`config.mk`:
```
export PLATFORM = sky130hd
export DESIGN_NAME = sfr_parser
export DESIGN_NICKNAME = d
export VERILOG_FILES = /design/src/sfr_pkg.sv /design/src/sfr_parser.sv
export SDC_FILE = /design/constraint.sdc
export NUM_CORES = 1
export LEC_CHECK = 0
export BUFFER_PORTS_ARGS = -buffer_cell sky130_fd_sc_hd__clkbuf_2
export CAP_MARGIN = 20
export CORE_MARGIN = 2
export CORE_UTILIZATION = 60
export CTS_BUF_LIST = sky130_fd_sc_hd__clkbuf_4
export DETAILED_ROUTE_END_ITERATION = 8
export PLACE_DENSITY = 0.93
export SLEW_MARGIN = 20
export SYNTH_ARGS = -nofsm -noshare
export SYNTH_HDL_FRONTEND = slang
export SYNTH_SLANG_ARGS = --single-unit
```
`constraint.sdc`:
```
create_clock -name clk -period 5.1 [get_ports clk]
set_input_delay 0 -clock clk [delete_from_list [all_inputs] [get_ports clk]]
set_output_delay 0 -clock clk [all_outputs]
set_load 0.05 [all_outputs]
```
`src/sfr_pkg.sv`:
```
`default_nettype none
// ----------------------------------------------------------------------------
// sfr_pkg
// Shared constants and types for the sync frame receiver with XOR check.
// ----------------------------------------------------------------------------
package sfr_pkg;

    localparam int PAYLOAD_LEN = 1025;
    localparam int POS_W       = $clog2(PAYLOAD_LEN + 1);
    localparam int ADDR_W      = $clog2(PAYLOAD_LEN);
    localparam int IDX_W       = 11;
    localparam int BYTE_W      = 8;

    localparam logic [BYTE_W-1:0] SYNC_FIRST  = 8'hAA;
    localparam logic [BYTE_W-1:0] SYNC_SECOND = 8'h55;

    localparam logic KIND_RX   = 1'b0;
    localparam logic KIND_READ = 1'b1;

    typedef struct packed {
        logic              en;
        logic [ADDR_W-1:0] addr;
        logic [BYTE_W-1:0] data;
    } wr_req_t;

    typedef struct packed {
        logic              frame_done;
        logic              frame_good;
        logic [BYTE_W-1:0] read_data;
        logic              frame_valid;
    } out_item_t;

endpackage
`default_nettype wire

```
`src/sfr_parser.sv`:
```
`default_nettype none
// ----------------------------------------------------------------------------
// sfr_parser
// Sync hunt, payload write position, running XOR and frame verdict.
// ----------------------------------------------------------------------------
module sfr_parser
    import sfr_pkg::*;
(
    input  wire logic              clk,
    input  wire logic              rst_n,
    input  wire logic              take,
    input  wire logic [BYTE_W-1:0] rx_byte,
    output wr_req_t                wr,
    output logic                   done,
    output logic                   good,
    output logic                   flag_next
);

    localparam logic [1:0] PH_HUNT1 = 2'd0;
    localparam logic [1:0] PH_HUNT2 = 2'd1;
    localparam logic [1:0] PH_DATA  = 2'd2;
    localparam logic [1:0] PH_CHECK = 2'd3;

    logic [1:0]        phase_reg;
    logic [1:0]        phase_next;
    logic [POS_W-1:0]  pos_reg;
    logic [POS_W-1:0]  pos_next;
    logic [BYTE_W-1:0] xor_reg;
    logic [BYTE_W-1:0] xor_next;
    logic              flag_reg;

    always_comb
    begin
        phase_next = phase_reg;
        pos_next   = pos_reg;
        xor_next   = xor_reg;
        flag_next  = flag_reg;
        done       = 1'b0;
        good       = 1'b0;
        wr.en      = 1'b0;
        wr.addr    = pos_reg[ADDR_W-1:0];
        wr.data    = rx_byte;
        if (take)
        begin
            case (phase_reg)
                PH_HUNT1:
                begin
                    if (rx_byte == SYNC_FIRST)
                    begin
                        phase_next = PH_HUNT2;
                    end
                end
                PH_HUNT2:
                begin
                    if (rx_byte == SYNC_SECOND)
                    begin
                        phase_next = PH_DATA;
                        pos_next   = '0;
                        xor_next   = '0;
                        flag_next  = 1'b0;
                    end
                    else if (rx_byte != SYNC_FIRST)
                    begin
                        phase_next = PH_HUNT1;
                    end
                end
                PH_DATA:
                begin
                    wr.en    = 1'b1;
                    xor_next = xor_reg ^ rx_byte;
                    pos_next = pos_reg + POS_W'(1);
                    if (pos_next >= POS_W'(PAYLOAD_LEN))
                    begin
                        phase_next = PH_CHECK;
                    end
                end
                default:
                begin
                    done = 1'b1;
                    if (xor_reg == rx_byte)
                    begin
                        good      = 1'b1;
                        flag_next = 1'b1;
                    end
                    phase_next = PH_HUNT1;
                end
            endcase
        end
    end

    always_ff @(posedge clk or negedge rst_n)
    begin
        if (!rst_n)
        begin
            phase_reg <= PH_HUNT1;
            pos_reg   <= '0;
            xor_reg   <= '0;
            flag_reg  <= 1'b0;
        end
        else
        begin
            phase_reg <= phase_next;
            pos_reg   <= pos_next;
            xor_reg   <= xor_next;
            flag_reg  <= flag_next;
        end
    end

    a_good_needs_done: assert property (@(posedge clk) disable iff (!rst_n)
        good |-> done)
        else $error("verdict good without frame end");

    a_pos_in_range: assert property (@(posedge clk) disable iff (!rst_n)
        (phase_reg == PH_DATA) |-> (pos_reg < POS_W'(PAYLOAD_LEN)))
        else $error("write position beyond payload in data phase");

    a_flag_from_check: assert property (@(posedge clk) disable iff (!rst_n)
        $rose(flag_reg) |-> ($past(phase_reg) == PH_CHECK))
        else $error("frame flag set outside checksum phase");

    a_done_returns_hunt: assert property (@(posedge clk) disable iff (!rst_n)
        done |=> (phase_reg == PH_HUNT1))
        else $error("parser did not return to hunt after frame end");

endmodule
`default_nettype wire

```
==> impl_metrics.env <==
export IMPL_status="finished, final reports clean"
export IMPL_synth_flop_cell="dfrtp_1"
export IMPL_syn_nets=186
export IMPL_leakage_uw=0.000752
export IMPL_synth_avg_cell_area_um2=8.38
export IMPL_final_hold_viol_count=0
export IMPL_final_cell_mix="33 x clkbuf_2, 29 x o21ai_0, 22 x dfrtp_1"
export IMPL_synth_cell_type_count=40
export IMPL_fillers=177
export IMPL_cts_tree="built"
export IMPL_synthAdderAreaFrac_pct=1.73
export IMPL_async_reset_ff_share_pct=100
export IMPL_rsz0062_at_grt="false"
export IMPL_core_um2=2250
export IMPL_grt_overflow=0
export IMPL_grt_first_pass_wirelength_mm=5.72
export IMPL_multi_input_area_um2=772
export IMPL_final_common_cell="clkbuf_2"
export IMPL_cp_end_kind="primary output"
export IMPL_grt_usage_pct=28.2
export IMPL_tightest_slew_ns=0.649
export IMPL_die_w_um=53.2
export IMPL_regArea_um2=551
export IMPL_clk_pin_slew_ns=0.14
export IMPL_synth_top_family_by_area="simple AND/OR/NAND/NOR gates"
export IMPL_preCtsSetupSlack_ns=2.91
export IMPL_clock_path_buffers=2
export IMPL_vias=1416
export IMPL_hpwl_mm=2.31
export IMPL_synth_xor_area_share_pct=6.04
export IMPL_drt_iter0_markers=49
export IMPL_wl_mm=3.57
export IMPL_path_max_fanout=20
export IMPL_initial_utilization_pct=64.3
export IMPL_syn_cell_area_um2=1450
export IMPL_fp_dieH_um=53.2
export IMPL_ios=34
export IMPL_nNetsFinal=217
export IMPL_cts_made_buffers=3
export IMPL_arrival_ns=2.48
export IMPL_gp_congestion=0.814
export IMPL_synth_area_leaders="dfrtp_1 38%, o21ai_0 10%, nor2_1 5.4%, buf_4 5.2%, nand2_1 4.9%"
export IMPL_grt_pass1_vias=1305
export IMPL_seq_area_frac_synth_pct=38.0
export IMPL_hold_class="in -> async"
export IMPL_avgViaCountPerCell=6.13
export IMPL_start_kind="flip-flop"
export IMPL_irDropWorstVdd_uv=184
export IMPL_timing_final_crit_period_ns=2.48
export IMPL_synth_edf_count=0
export IMPL_yosys_warnings=0
export IMPL_antenna_found_initial=0
export IMPL_synth_compound_area_share_pct=18.1
export IMPL_wl_per_cell_um=15.4
export IMPL_power_density_nw_per_um2=209
export IMPL_cts_resized=0
export IMPL_synthCells=173
export IMPL_grt_max_degree=23
export IMPL_ant_nets=0
export IMPL_cts_htree_levels=1
export IMPL_drc=0
export IMPL_setup_viol=0
export IMPL_crit_required_ns=5.10
export IMPL_fp_dieArea_um2=2830
export IMPL_worstSkewPairLatency_ns=0.33
export IMPL_row_count=17
export IMPL_largest_reg_flops=11
export IMPL_fmax_ghz=0.404
export IMPL_slew_violations=0
export IMPL_ys_ff_latch=22
export IMPL_crit_chain="nor2b_1 -> nand2_1 -> clkinv_1 -> clkbuf_2"
export IMPL_drive_above_1_share_pct=21.2
export IMPL_finalWorstSetupSlack_ns=2.62
export IMPL_clockRootBuffer="clkbuf_4"
export IMPL_skew_ns=0.0186
export IMPL_port_buffers=33
export IMPL_drtPass1Iterations=4
export IMPL_slew_headroom_pct=56.6
export IMPL_yosys_area_top_type="dfrtp_1"
export IMPL_synth_simple_area_share_pct=25.2
export IMPL_clock_sinks=22
export IMPL_synth_top_area_share_pct=38.0
export IMPL_fin_setup_tns_ns=0
export IMPL_critPathKind="reg -> out"
export IMPL_area_growth_syn_to_layout_pct=16.8
export IMPL_diodes=0
export IMPL_crit_path_top_delay_cell="clkinv_1"
export IMPL_min_period_over_period_pct=48.6
export IMPL_synth_mux_area_fraction_pct=2.16
export IMPL_slowest_delay_ns=0.63
export IMPL_maxCapViolCount=0
-- synthesized netlist by cell type (2+ instances only) --
cell type   n
nor2b_1     2
a21oi_1     5
and3_1      2
buf_4      10
dfrtp_1    22
inv_1       4
mux2i_1     2
nand3_1     2
clkbuf_2    2
nor3b_1     2
nor2_1     21
nor4_1      3
a31oi_1     3
o31ai_1     2
buf_2       4
nand4_1     8
xnor2_1     8
ha_1        2
xor2_1      2
o21ai_0    29
nand2_1    19
-- layer usage --
layer | vias up | track usage (%) | share of wire [%]
li1 | 670 | - | -
met1 | 676 | 31.5 | 39
met2 | 58 | 52.9 | 53
met3 | 12 | 3.11 | 5.0
met4 | 0 | 12.8 | 2.6
met5 | - | 0 | 0
-- worst max-delay path, delay by kind of cell (launching register included) --
family,cells,cell delay (ns)
DFF,1,0.45
and+or+nand+nor,2,0.67
buffers and inverters,2,1.03
-- final timing paths --
path | start | to | slack [ns] | cells past startpoint
max in group asynchronous | rst_n | pos_reg[5] | 4.54 | 2
min | rst_n | xor_reg[4] | 0.17 | 2
max | phase_reg[1] | wr[19] | 2.62 | 4
min in group clk | rx_byte[4] | xor_reg[4] | 0.50 | 4
min reg2reg | xor_reg[4] | xor_reg[4] | 0.51 | 1
max reg2reg | phase_reg[1] | pos_reg[1] | 2.84 | 4
-- metrics by stage --
step / cells / power (uW) / util [%] / hold WS, ns / area (um^2)
global route: 231 / 364 / 75.1 / 0.244 / 1690
global placement: 217 / 213 / 68.4 / 0.00426 / 1540
detailed placement: 217 / 214 / 68.4 / 0.0170 / 1540
finish: 231 / 355 / 75.1 / 0.166 / 1690
floorplan: 173 / 203 / - / -0.296 / 1450
CTS: 231 / 355 / 75.1 / 0.194 / 1690
-- cells by family (layout without fill, tap and decap cells) --
| group | count (synthesis) | in the layout |
|---|---|---|
| buf+inv | 22 | 52 |
| xor+xnor | 10 | 10 |
| compound gates | 45 | 45 |
| mux | 3 | 3 |
| fa+ha+maj | 2 | 2 |
| flops | 22 | 22 |
| simple gates | 69 | 69 |
-- power by group --
group	internal [uW]	total (uW)	switching [uW]	leakage, uW
logic	13.9	41.0	27.1	0.000422
registers	175	176	0.693	0.000302
clock network	79.5	138	58.5	0.0000279
total	268	355	86.4	0.000752
-- cell type report --
cell class / instances / share of cell area (%)
Timing Repair Buffer: 43 / 15.7
Sequential cell: 22 / 32.5
Clock buffer: 3 / 1.33
Inverter: 5 / 1.11
Tap cell: 28 / 2.07
Multi-Input combinational cell: 129 / 45.6
Clock inverter: 1 / 1.77
-- what timing repair did --
item | 4_1_cts | 5_1_grt
hold buffers | 10 | 0
endpoints found under the setup margin | 0 | 0
endpoints found under the hold margin | 31 | 0
setup buffers | 0 | 0
(Power assumes the default switching activity.)
