File: src/sfr_pkg.sv
`default_nettype none
// ----------------------------------------------------------------------------
// sfr_pkg
// Shared constants and types for the sync frame receiver with XOR check.
// ----------------------------------------------------------------------------
package sfr_pkg;

    localparam int PAYLOAD_LEN = 1025;
    localparam int POS_W       = $clog2(PAYLOAD_LEN + 1);
    localparam int ADDR_W      = $clog2(PAYLOAD_LEN);
    localparam int IDX_W       = 11;
    localparam int BYTE_W      = 8;

    localparam logic [BYTE_W-1:0] SYNC_FIRST  = 8'hAA;
    localparam logic [BYTE_W-1:0] SYNC_SECOND = 8'h55;

    localparam logic KIND_RX   = 1'b0;
    localparam logic KIND_READ = 1'b1;

    typedef struct packed {
        logic              en;
        logic [ADDR_W-1:0] addr;
        logic [BYTE_W-1:0] data;
    } wr_req_t;

    typedef struct packed {
        logic              frame_done;
        logic              frame_good;
        logic [BYTE_W-1:0] read_data;
        logic              frame_valid;
    } out_item_t;

endpackage
`default_nettype wire

File: src/sfr_outq.sv
`default_nettype none
// ----------------------------------------------------------------------------
// sfr_outq
// Three-entry result queue; its head drives the result channel.
// ----------------------------------------------------------------------------
module sfr_outq
    import sfr_pkg::*;
(
    input  wire logic      clk,
    input  wire logic      rst_n,
    input  wire logic      push,
    input  wire out_item_t push_item,
    output logic [1:0]     count,
    output logic           head_valid,
    output out_item_t      head_item,
    input  wire logic      head_stall
);

    localparam logic [1:0] DEPTH    = 2'd3;
    localparam logic [1:0] LAST_PTR = 2'd2;

    out_item_t  entry_reg [0:2];
    logic [1:0] wr_ptr_reg;
    logic [1:0] rd_ptr_reg;
    logic [1:0] count_reg;
    logic [1:0] count_next;
    logic       pop;

    assign head_valid = (count_reg != 2'd0);
    assign head_item  = entry_reg[rd_ptr_reg];
    assign pop        = head_valid && !head_stall;
    assign count      = count_reg;

    always_comb
    begin
        count_next = count_reg;
        if (push && !pop)
        begin
            count_next = count_reg + 2'd1;
        end
        else if (pop && !push)
        begin
            count_next = count_reg - 2'd1;
        end
    end

    always_ff @(posedge clk)
    begin
        if (push)
        begin
            entry_reg[wr_ptr_reg] <= push_item;
        end
    end

    always_ff @(posedge clk or negedge rst_n)
    begin
        if (!rst_n)
        begin
            wr_ptr_reg <= '0;
            rd_ptr_reg <= '0;
            count_reg  <= '0;
        end
        else
        begin
            count_reg <= count_next;
            if (push)
            begin
                wr_ptr_reg <= (wr_ptr_reg == LAST_PTR) ? 2'd0 : wr_ptr_reg + 2'd1;
            end
            if (pop)
            begin
                rd_ptr_reg <= (rd_ptr_reg == LAST_PTR) ? 2'd0 : rd_ptr_reg + 2'd1;
            end
        end
    end

    a_no_overflow: assert property (@(posedge clk) disable iff (!rst_n)
        (count_reg == DEPTH) |-> !push || pop)
        else $error("result queue overflow");

    a_count_bound: assert property (@(posedge clk) disable iff (!rst_n)
        count_reg <= DEPTH)
        else $error("result queue count out of range");

endmodule
`default_nettype wire

File: config.mk
export PLATFORM = sky130hd
export DESIGN_NAME = sfr_outq
export DESIGN_NICKNAME = d
export VERILOG_FILES = /design/src/sfr_pkg.sv /design/src/sfr_outq.sv
export SDC_FILE = /design/constraint.sdc
export NUM_CORES = 1
export LEC_CHECK = 0
export ABC_AREA = 1
export BUFFER_PORTS_ARGS = -buffer_cell sky130_fd_sc_hd__buf_4
export CELL_PAD_IN_SITES_DETAIL_PLACEMENT = 0
export CELL_PAD_IN_SITES_GLOBAL_PLACEMENT = 1
export CORE_AREA = 3 3 66 68
export CTS_BUF_LIST = sky130_fd_sc_hd__clkbuf_8
export DETAILED_ROUTE_END_ITERATION = 16
export DIE_AREA = 0 0 69 71
export PLACE_DENSITY_LB_ADDON = 0.1
export SKIP_CTS_REPAIR_TIMING = 1
export SLEW_MARGIN = 20
export SYNTH_ARGS = -nofsm -noshare
export SYNTH_HDL_FRONTEND = slang
export SYNTH_SLANG_ARGS = --single-unit
File: constraint.sdc
create_clock -name clk -period 1.25 [get_ports clk]
set_input_delay 0.0625 -clock clk [delete_from_list [all_inputs] [get_ports clk]]
set_output_delay 0.0625 -clock clk [all_outputs]
set_load 0.01 [all_outputs]
==> load_flow_metrics.sql, run 1 <==
INSERT INTO impl_metrics (metric_group, metric, value, unit) VALUES
('pwr', 'p_seq_share', '33.9', '%'),
('place', 'dp_hpwl', '2.11', 'mm'),
('layout', 'area_growth_syn_to_layout', '53.8', '%'),
('synthesis', 'post_synth_inst_count', '120', ''),
('synthesis', 'yosysSeqAreaShare', '75.6', '%'),
('floorplanning', 'io-pin-count', '29', ''),
('run_status', 'violations', 'negative setup slack', ''),
('floorplanning', 'die-height', '71', 'microns'),
('pwr', 'power_per_cell_area', '2370', 'nW/um^2'),
('hold_path', 'whs_path_depth', '2', ''),
('setup_path', 'reg2regPathDepth', '8', ''),
('layout', 'post_route_cells_drive_above_1_share', '48.9', '%'),
('setup_path', 'critical_path_class', 'register to output port', ''),
('synthesis', 'post_synthesis_sequential_element_count', '39', ''),
('place', 'postPlaceCellArea', '1870', 'sq um'),
('setup_path', 'cp-start-kind', 'register', ''),
('grt', 'grt_start_max_net_pins', '14', ''),
('pwr', 'logic_pwr_share', '47.6', '%'),
('sta', 'achievable-frequency', '0.717', 'GHz'),
('clock_tree', 'worst_setup_hold_path_clk_slew', '0.08', 'ns'),
('synthesis', 'main_combinational_cell_family_by_area_after_synthesis', 'simple AND/OR/NAND/NOR gates', ''),
('sta', 'max_slew_margin', '87.5', '%'),
('routing', 'drt_iter0_drc', '34', ''),
('setup_path', 'rrSetupSlack', '0.07', 'ns'),
('grt', 'globalRouteOverflowTotal', '0', ''),
('sta', 'fin_ws', '-0.144', 'ns'),
('setup_path', 'worst_setup_path_end_kind', 'output port', ''),
('synthesis', 'synth-compound-area-share', '0.663', '%'),
('layout', 'stdcell_area', '2320', 'sq um'),
('setup_path', 'worstPathBufferInverterCount', '2', ''),
('sta', 'sum_neg_setup_slack', '-1.29', 'ns'),
('clock_tree', 'cts_num_sinks', '39', ''),
('grt', 'total_global_routing_track_utilization', '12.7', '%'),
('setup_path', 'critical_path.cell_chain', 'nor2_4, buf_8, nand2_2, nand3_2, buf_6', ''),
('run_status', 'status', 'finished with violations', ''),
('pwr', 'net_sw_power', '1.85', 'mW'),
('routing', 'antenna_violating_nets_post_route', '0', ''),
('run', 'max_cap_violations', '0', ''),
('routing', 'routed_via_density', '4.65', ''),
('place', 'place.gp.congestion', '0.688', ''),
('setup_path', 'worst_path_largest_cell_delay', '0.48', 'ns'),
('synthesis', 'ys_types', '15', ''),
('setup_path', 'critical_path_required', '1.19', 'ns'),
('place', 'placed_cells', '209', ''),
('pwr', 'leakagePower', '1.00', 'nW'),
('clock_tree', 'clockRootBuffer', 'sky130_fd_sc_hd__clkbuf_8', ''),
('synthesis', 'synthAdderAreaFrac', '0.829', '%'),
('pwr', 'power.switching_fraction', '33.7', '%'),
('sta', 'setup_viol_count_final', '11', ''),
('sta', 'final_min_period_over_clock_period', '112', '%'),
('setup_path', 'cp-startpoint', 'rd_ptr_reg[1]', ''),
('clock_tree', 'numCtsBuffers', '5', ''),
('layout', 'mostFrequentLayoutCell', 'sky130_fd_sc_hd__edfxtp_1', ''),
('pwr', 'power.internal', '3.64', 'mW'),
('grt', 'antenna_violations_before_repair', '0', ''),
('setup_path', 'source_of_the_worst_register_to_register_timing_path', 'count[1]', ''),
('synthesis', 'synth_area_per_cell', '12.6', 'sq um'),
('layout', 'final_cell_mix', 'sky130_fd_sc_hd__edfxtp_1 (33), sky130_fd_sc_hd__buf_4 (32), sky130_fd_sc_hd__nand2_1 (31)', ''),
('routing', 'route.detailed.drc', '0', ''),
('setup_path', 'cp_data_arrival_time', '1.33', 'ns'),
('synthesis', 'count_of_warnings_emitted_by_yosys', '0', ''),
('layout', 'final-instance-count-excl-fill', '234', ''),
('hold_path', 'holdPathEnd', 'wr_ptr_reg[0]', ''),
('clock_tree', 'cts_tree', 'built', ''),
('setup_path', 'worst-path-max-fanout', '7', ''),
('clock_tree', 'cts_max_level', '2', ''),
('sta', 'count_of_pins_over_their_slew_limit', '0', ''),
('hold_path', 'min-delay-start', 'push', ''),
('clock_tree', 'worst_skew_pair.late_latency', '0.29', 'ns'),
('layout', 'final_net_count', '199', ''),
('sta', 'timing.final.crit_period', '1.39', 'ns');
## layout make-up
class                   instances  area (sq um)
fillers                       341          1590
flip-flops and latches         39          1140
repair buffers                 59           533
multi-input cells              68           434
clock buffers                   5          68.8
well taps                      50          62.6
clock inverters                 3          43.8
inverters                      10          37.5
## metal layers
layer / part of all wire [%] / vias to the layer above / wire (microns) / GRT usage (%)
li1: - / 530 / - / -
met1: 39 / 522 / 1210 / 14.0
met2: 54 / 25 / 1680 / 22.4
met3: 4.4 / 11 / 137 / 5.11
met4: 2.9 / 0 / 89 / 4.56
met5: 0 / - / 0 / 0
## cell usage after synthesis
| master | instances | share of area, % |
|---|---|---|
| sky130_fd_sc_hd__nand3_2 | 1 | 0.66 |
| sky130_fd_sc_hd__nand4_1 | 1 | 0.41 |
| sky130_fd_sc_hd__nand3_1 | 15 | 5.0 |
| sky130_fd_sc_hd__dfrtp_1 | 6 | 9.9 |
| sky130_fd_sc_hd__inv_2 | 1 | 0.25 |
| sky130_fd_sc_hd__nand2_1 | 44 | 11 |
| sky130_fd_sc_hd__buf_2 | 1 | 0.33 |
| sky130_fd_sc_hd__o21ai_0 | 2 | 0.66 |
| sky130_fd_sc_hd__xnor2_1 | 1 | 0.58 |
| sky130_fd_sc_hd__nor2_2 | 2 | 0.83 |
| sky130_fd_sc_hd__inv_1 | 9 | 2.2 |
| sky130_fd_sc_hd__edfxtp_1 | 33 | 66 |
| sky130_fd_sc_hd__ha_1 | 1 | 0.83 |
| sky130_fd_sc_hd__nor2_1 | 1 | 0.25 |
| sky130_fd_sc_hd__buf_6 | 2 | 1.5 |
## cell families after synthesis
logic type / Yosys count
AO/OA/AOI/OAI: 2
XOR/XNOR: 1
adder cells (fa/ha/maj): 1
buffers and inverters: 13
flip-flops: 39
AND/OR/NAND/NOR: 64
## power by group through the flow
| stage | sequential [mW] | clock (mW) | combinational [mW] |
|---|---|---|---|
| after floorplan | 1.84 | 0 | 0.963 |
| after global placement | 1.84 | 0 | 1.87 |
| after detailed placement | 1.85 | 0 | 1.91 |
| after CTS | 1.83 | 1.06 | 1.92 |
| after global routing | 1.88 | 1.12 | 2.83 |
| final | 1.86 | 1.02 | 2.61 |
## worst reg2reg max path: stages (launching register included)
cell and delay [ns]:
sky130_fd_sc_hd__dfrtp_1 0.41, sky130_fd_sc_hd__inv_2 0.07, sky130_fd_sc_hd__nand2_2 0.06, sky130_fd_sc_hd__nand2_2 0.08
sky130_fd_sc_hd__ha_4 0.21, sky130_fd_sc_hd__inv_2 0.05, sky130_fd_sc_hd__nand3_1 0.08, sky130_fd_sc_hd__nand2_1 0.06
sky130_fd_sc_hd__nand2_1 0.04
## worst max-delay path by stage
stage	end	cells after the start
after global routing	head_item[10]	5
final	head_item[10]	5
after global placement	count[1]	8
after detailed placement	count[1]	8
after floorplan	count[1]	8
after CTS	head_item[3]	5
## per-stage QoR
step | worst slack [ns] | hold slack [ns] | util, % | power [mW]
after global placement | 0.0637 | -0.126 | 47.7 | 3.72
final | -0.144 | 0.0270 | 59.3 | 5.49
after floorplan | -0.0819 | -0.233 | - | 2.80
after detailed placement | -0.0307 | -0.125 | 47.7 | 3.76
after CTS | -0.222 | -0.450 | 50.5 | 4.80
after global routing | -0.204 | 0.0351 | 59.3 | 5.83
Power figures use the tool's default switching activity.
==> run 2, diff against run 1 <==
==> constraint.sdc (replaced) <==
create_clock -name clk -period 1.25 [get_ports clk]
set_input_delay 0.1875 -clock clk [delete_from_list [all_inputs] [get_ports clk]]
set_output_delay 0.1875 -clock clk [all_outputs]
set_load 0.01 [all_outputs]
==> run 2 against run 1 <==
  * The run still ends with negative setup slack left
  * Maximum frequency decreased by 6.0%
  * Cell count is 5.1% lower
  * Flip-flop and latch count stayed put
  * First-iteration DRC count rose by 44%
  * Routed wire length fell by 5.1%
  * Largest cell class unchanged
  * Largest power group unchanged
==> load_flow_metrics.sql, run 2 (same netlist as run 1, synthesis figures left out) <==
INSERT INTO impl_metrics (metric_group, metric, value, unit) VALUES
('grt', 'globalRouteMet3Util', '5.11', '%'),
('clock_tree', 'worst_skew_pair.late_latency', '0.29', 'ns'),
('clock_tree', 'clockRootBuffer', 'sky130_fd_sc_hd__clkbuf_8', ''),
('place', 'place.gp.congestion', '0.691', ''),
('sta', 'final_min_period_over_clock_period', '119', '%'),
('layout', 'stdcell_area', '2190', 'sq um'),
('setup_path', 'cp-start-kind', 'register', ''),
('sta', 'timing.final.crit_period', '1.48', 'ns'),
('sta', 'final-hold-violation-count', '0', ''),
('grt', 'grt_busiest_layer', 'met2', ''),
('layout', 'multi_input_comb_area', '414', 'sq um'),
('layout', 'final_cell_mix', 'sky130_fd_sc_hd__edfxtp_1 (33), sky130_fd_sc_hd__nand2_1 (30), sky130_fd_sc_hd__buf_4 (28)', ''),
('floorplanning', 'core.rowCount', '23', ''),
('grt', 'groute.layer.met2.usage', '21.4', '%'),
('floorplanning', 'die-height', '71', 'microns'),
('hold_path', 'holdCritPathClass', 'primary input to register', ''),
('setup_path', 'critical_path_class', 'register to output port', ''),
('run_status', 'violations', 'negative setup slack', ''),
('layout', 'num_antenna_cells', '0', ''),
('clock_tree', 'numCtsBuffers', '5', ''),
('setup_path', 'worst_setup_path_end_kind', 'output port', ''),
('layout', 'final_net_count', '187', ''),
('layout', 'largest_register_ffs', '33', ''),
('grt', 'globalRouteOverflowTotal', '0', ''),
('routing', 'first_pass_iters', '4', ''),
('sta', 'grt_setup_unrepaired', 'true', ''),
('pwr', 'power_per_cell_area', '2450', 'nW/um^2'),
('floorplanning', 'initial_utilization', '38.6', '%'),
('sta', 'setup_viol_count_final', '11', ''),
('grt', 'grtUsageMet1', '13.5', '%'),
('place', 'placed_cells', '209', ''),
('pwr', 'finalPower', '5.38', 'mW'),
('setup_path', 'critical_path_required', '1.06', 'ns'),
('clock_tree', 'cts_num_sinks', '39', ''),
('floorplanning', 'core_region_area', '3910', 'sq um'),
('sta', 'count_of_pins_over_their_slew_limit', '0', ''),
('place', 'dp_hpwl', '2.07', 'mm'),
('grt', 'grt_start_max_net_pins', '14', ''),
('grt', 'grt_pass1_vias', '969', ''),
('floorplanning', 'floorplan.die_area', '4900', 'sq um'),
('routing', 'route.detailed.drc', '0', ''),
('sta', 'tightestPinTransition', '0.173', 'ns'),
('layout', 'n_fill_cell', '344', ''),
('routing', 'finalWirelength', '2.96', 'mm'),
('clock_tree', 'cts_tree', 'built', ''),
('pwr', 'ir_drop', '0.000948', 'V'),
('hold_path', 'min-delay-start', 'push_item[2]', ''),
('sta', 'max_slew_margin', '88.4', '%'),
('layout', 'seqCellArea', '1140', 'sq um'),
('run', 'max_cap_violations', '0', ''),
('clock_tree', 'cts-root-to-sink-buffers', '2', ''),
('floorplanning', 'die-width', '69', 'microns'),
('place', 'postPlaceCellArea', '1870', 'sq um'),
('clock_tree', 'worst_setup_hold_path_clk_slew', '0.07', 'ns'),
('floorplanning', 'io-pin-count', '29', ''),
('place', 'buffer_ports.inserted', '28', ''),
('sta', 'clock-skew-final', '0.00189', 'ns'),
('grt', 'antenna_violations_before_repair', '0', ''),
('routing', 'drt_iter0_drc', '49', ''),
('layout', 'final-instance-count-excl-fill', '222', ''),
('routing', 'routed_via_density', '4.61', ''),
('routing', 'antenna_violating_nets_post_route', '0', ''),
('run_status', 'status', 'finished with violations', ''),
('setup_path', 'source_of_the_worst_register_to_register_timing_path', 'count[0]', ''),
('sta', 'achievable-frequency', '0.674', 'GHz'),
('grt', 'grt_first_pass_wirelength', '4.56', 'mm'),
('layout', 'mostFrequentLayoutCell', 'sky130_fd_sc_hd__edfxtp_1', ''),
('clock_tree', 'cts_max_level', '2', ''),
('pwr', 'leakagePower', '0.945', 'nW'),
('layout', 'area_growth_syn_to_layout', '45.2', '%'),
('sta', 'fin_ws', '-0.233', 'ns'),
('setup_path', 'cp-startpoint', 'rd_ptr_reg[0]', ''),
('setup_path', 'cp_data_arrival_time', '1.30', 'ns'),
('routing', 'route.vias.total', '1024', ''),
('layout', 'post_route_cells_drive_above_1_share', '50.6', '%'),
('routing', 'detail_route.wl_per_cell', '13.3', 'microns'),
('setup_path', 'worst-path-max-fanout', '7', ''),
('grt', 'total_global_routing_track_utilization', '12.5', '%');
[run 2: critical path, cell delays in order (launching register included)]
cell and delay [ns]:
sky130_fd_sc_hd__dfrtp_1 0.43, sky130_fd_sc_hd__inv_2 0.07, sky130_fd_sc_hd__nor2_4 0.13, sky130_fd_sc_hd__buf_6 0.14, sky130_fd_sc_hd__nand2_1 0.06, sky130_fd_sc_hd__nand3_2 0.08
sky130_fd_sc_hd__buf_6 0.10
[run 2: layout make-up]
type	instances	area share (%)
sequential	39	52.1
timing repair buffer	47	19.3
multi-input combinational	68	18.9
clock buffer	5	3.14
tap	50	2.85
clock inverter	3	2.00
inverter	10	1.71
[run 2: power by group]
group	total, mW	switching (mW)	internal [mW]
clock	1.02	0.430	0.594
combinational	2.51	1.22	1.29
sequential	1.84	0.140	1.70
[run 2: through the flow]
step | worst slack, ns | util (%) | TNS [ns] | hold WS (ns)
detailed placement | 0.0195 | 47.7 | 0 | 0.00412
global placement | 0.0632 | 47.7 | 0 | -0.000460
floorplan | -0.0819 | - | -0.0819 | -0.108
finish | -0.233 | 56.0 | -2.43 | 0.0857
CTS | -0.255 | 50.5 | -2.65 | -0.316
global route | -0.308 | 56.0 | -3.23 | 0.0706
[run 2: metal layers]
layer,up-vias,share of wire [%]
li1,504,-
met1,494,41
met2,20,52
met3,6,5.1
met4,0,1.7
met5,-,0
[run 2: final timing paths]
check                                  endpoint  slack [ns]  cells past startpoint
worst max-delay path               head_item[4]       -0.23                      6
worst min-delay path            entry_reg[0][2]        0.09                      1
worst max register to register         count[1]        0.09                      8
worst min register to register         count[1]        0.52                      2
max in group asynchronous         rd_ptr_reg[1]        0.88                      2
min in group asynchronous              count[0]        0.24                      2
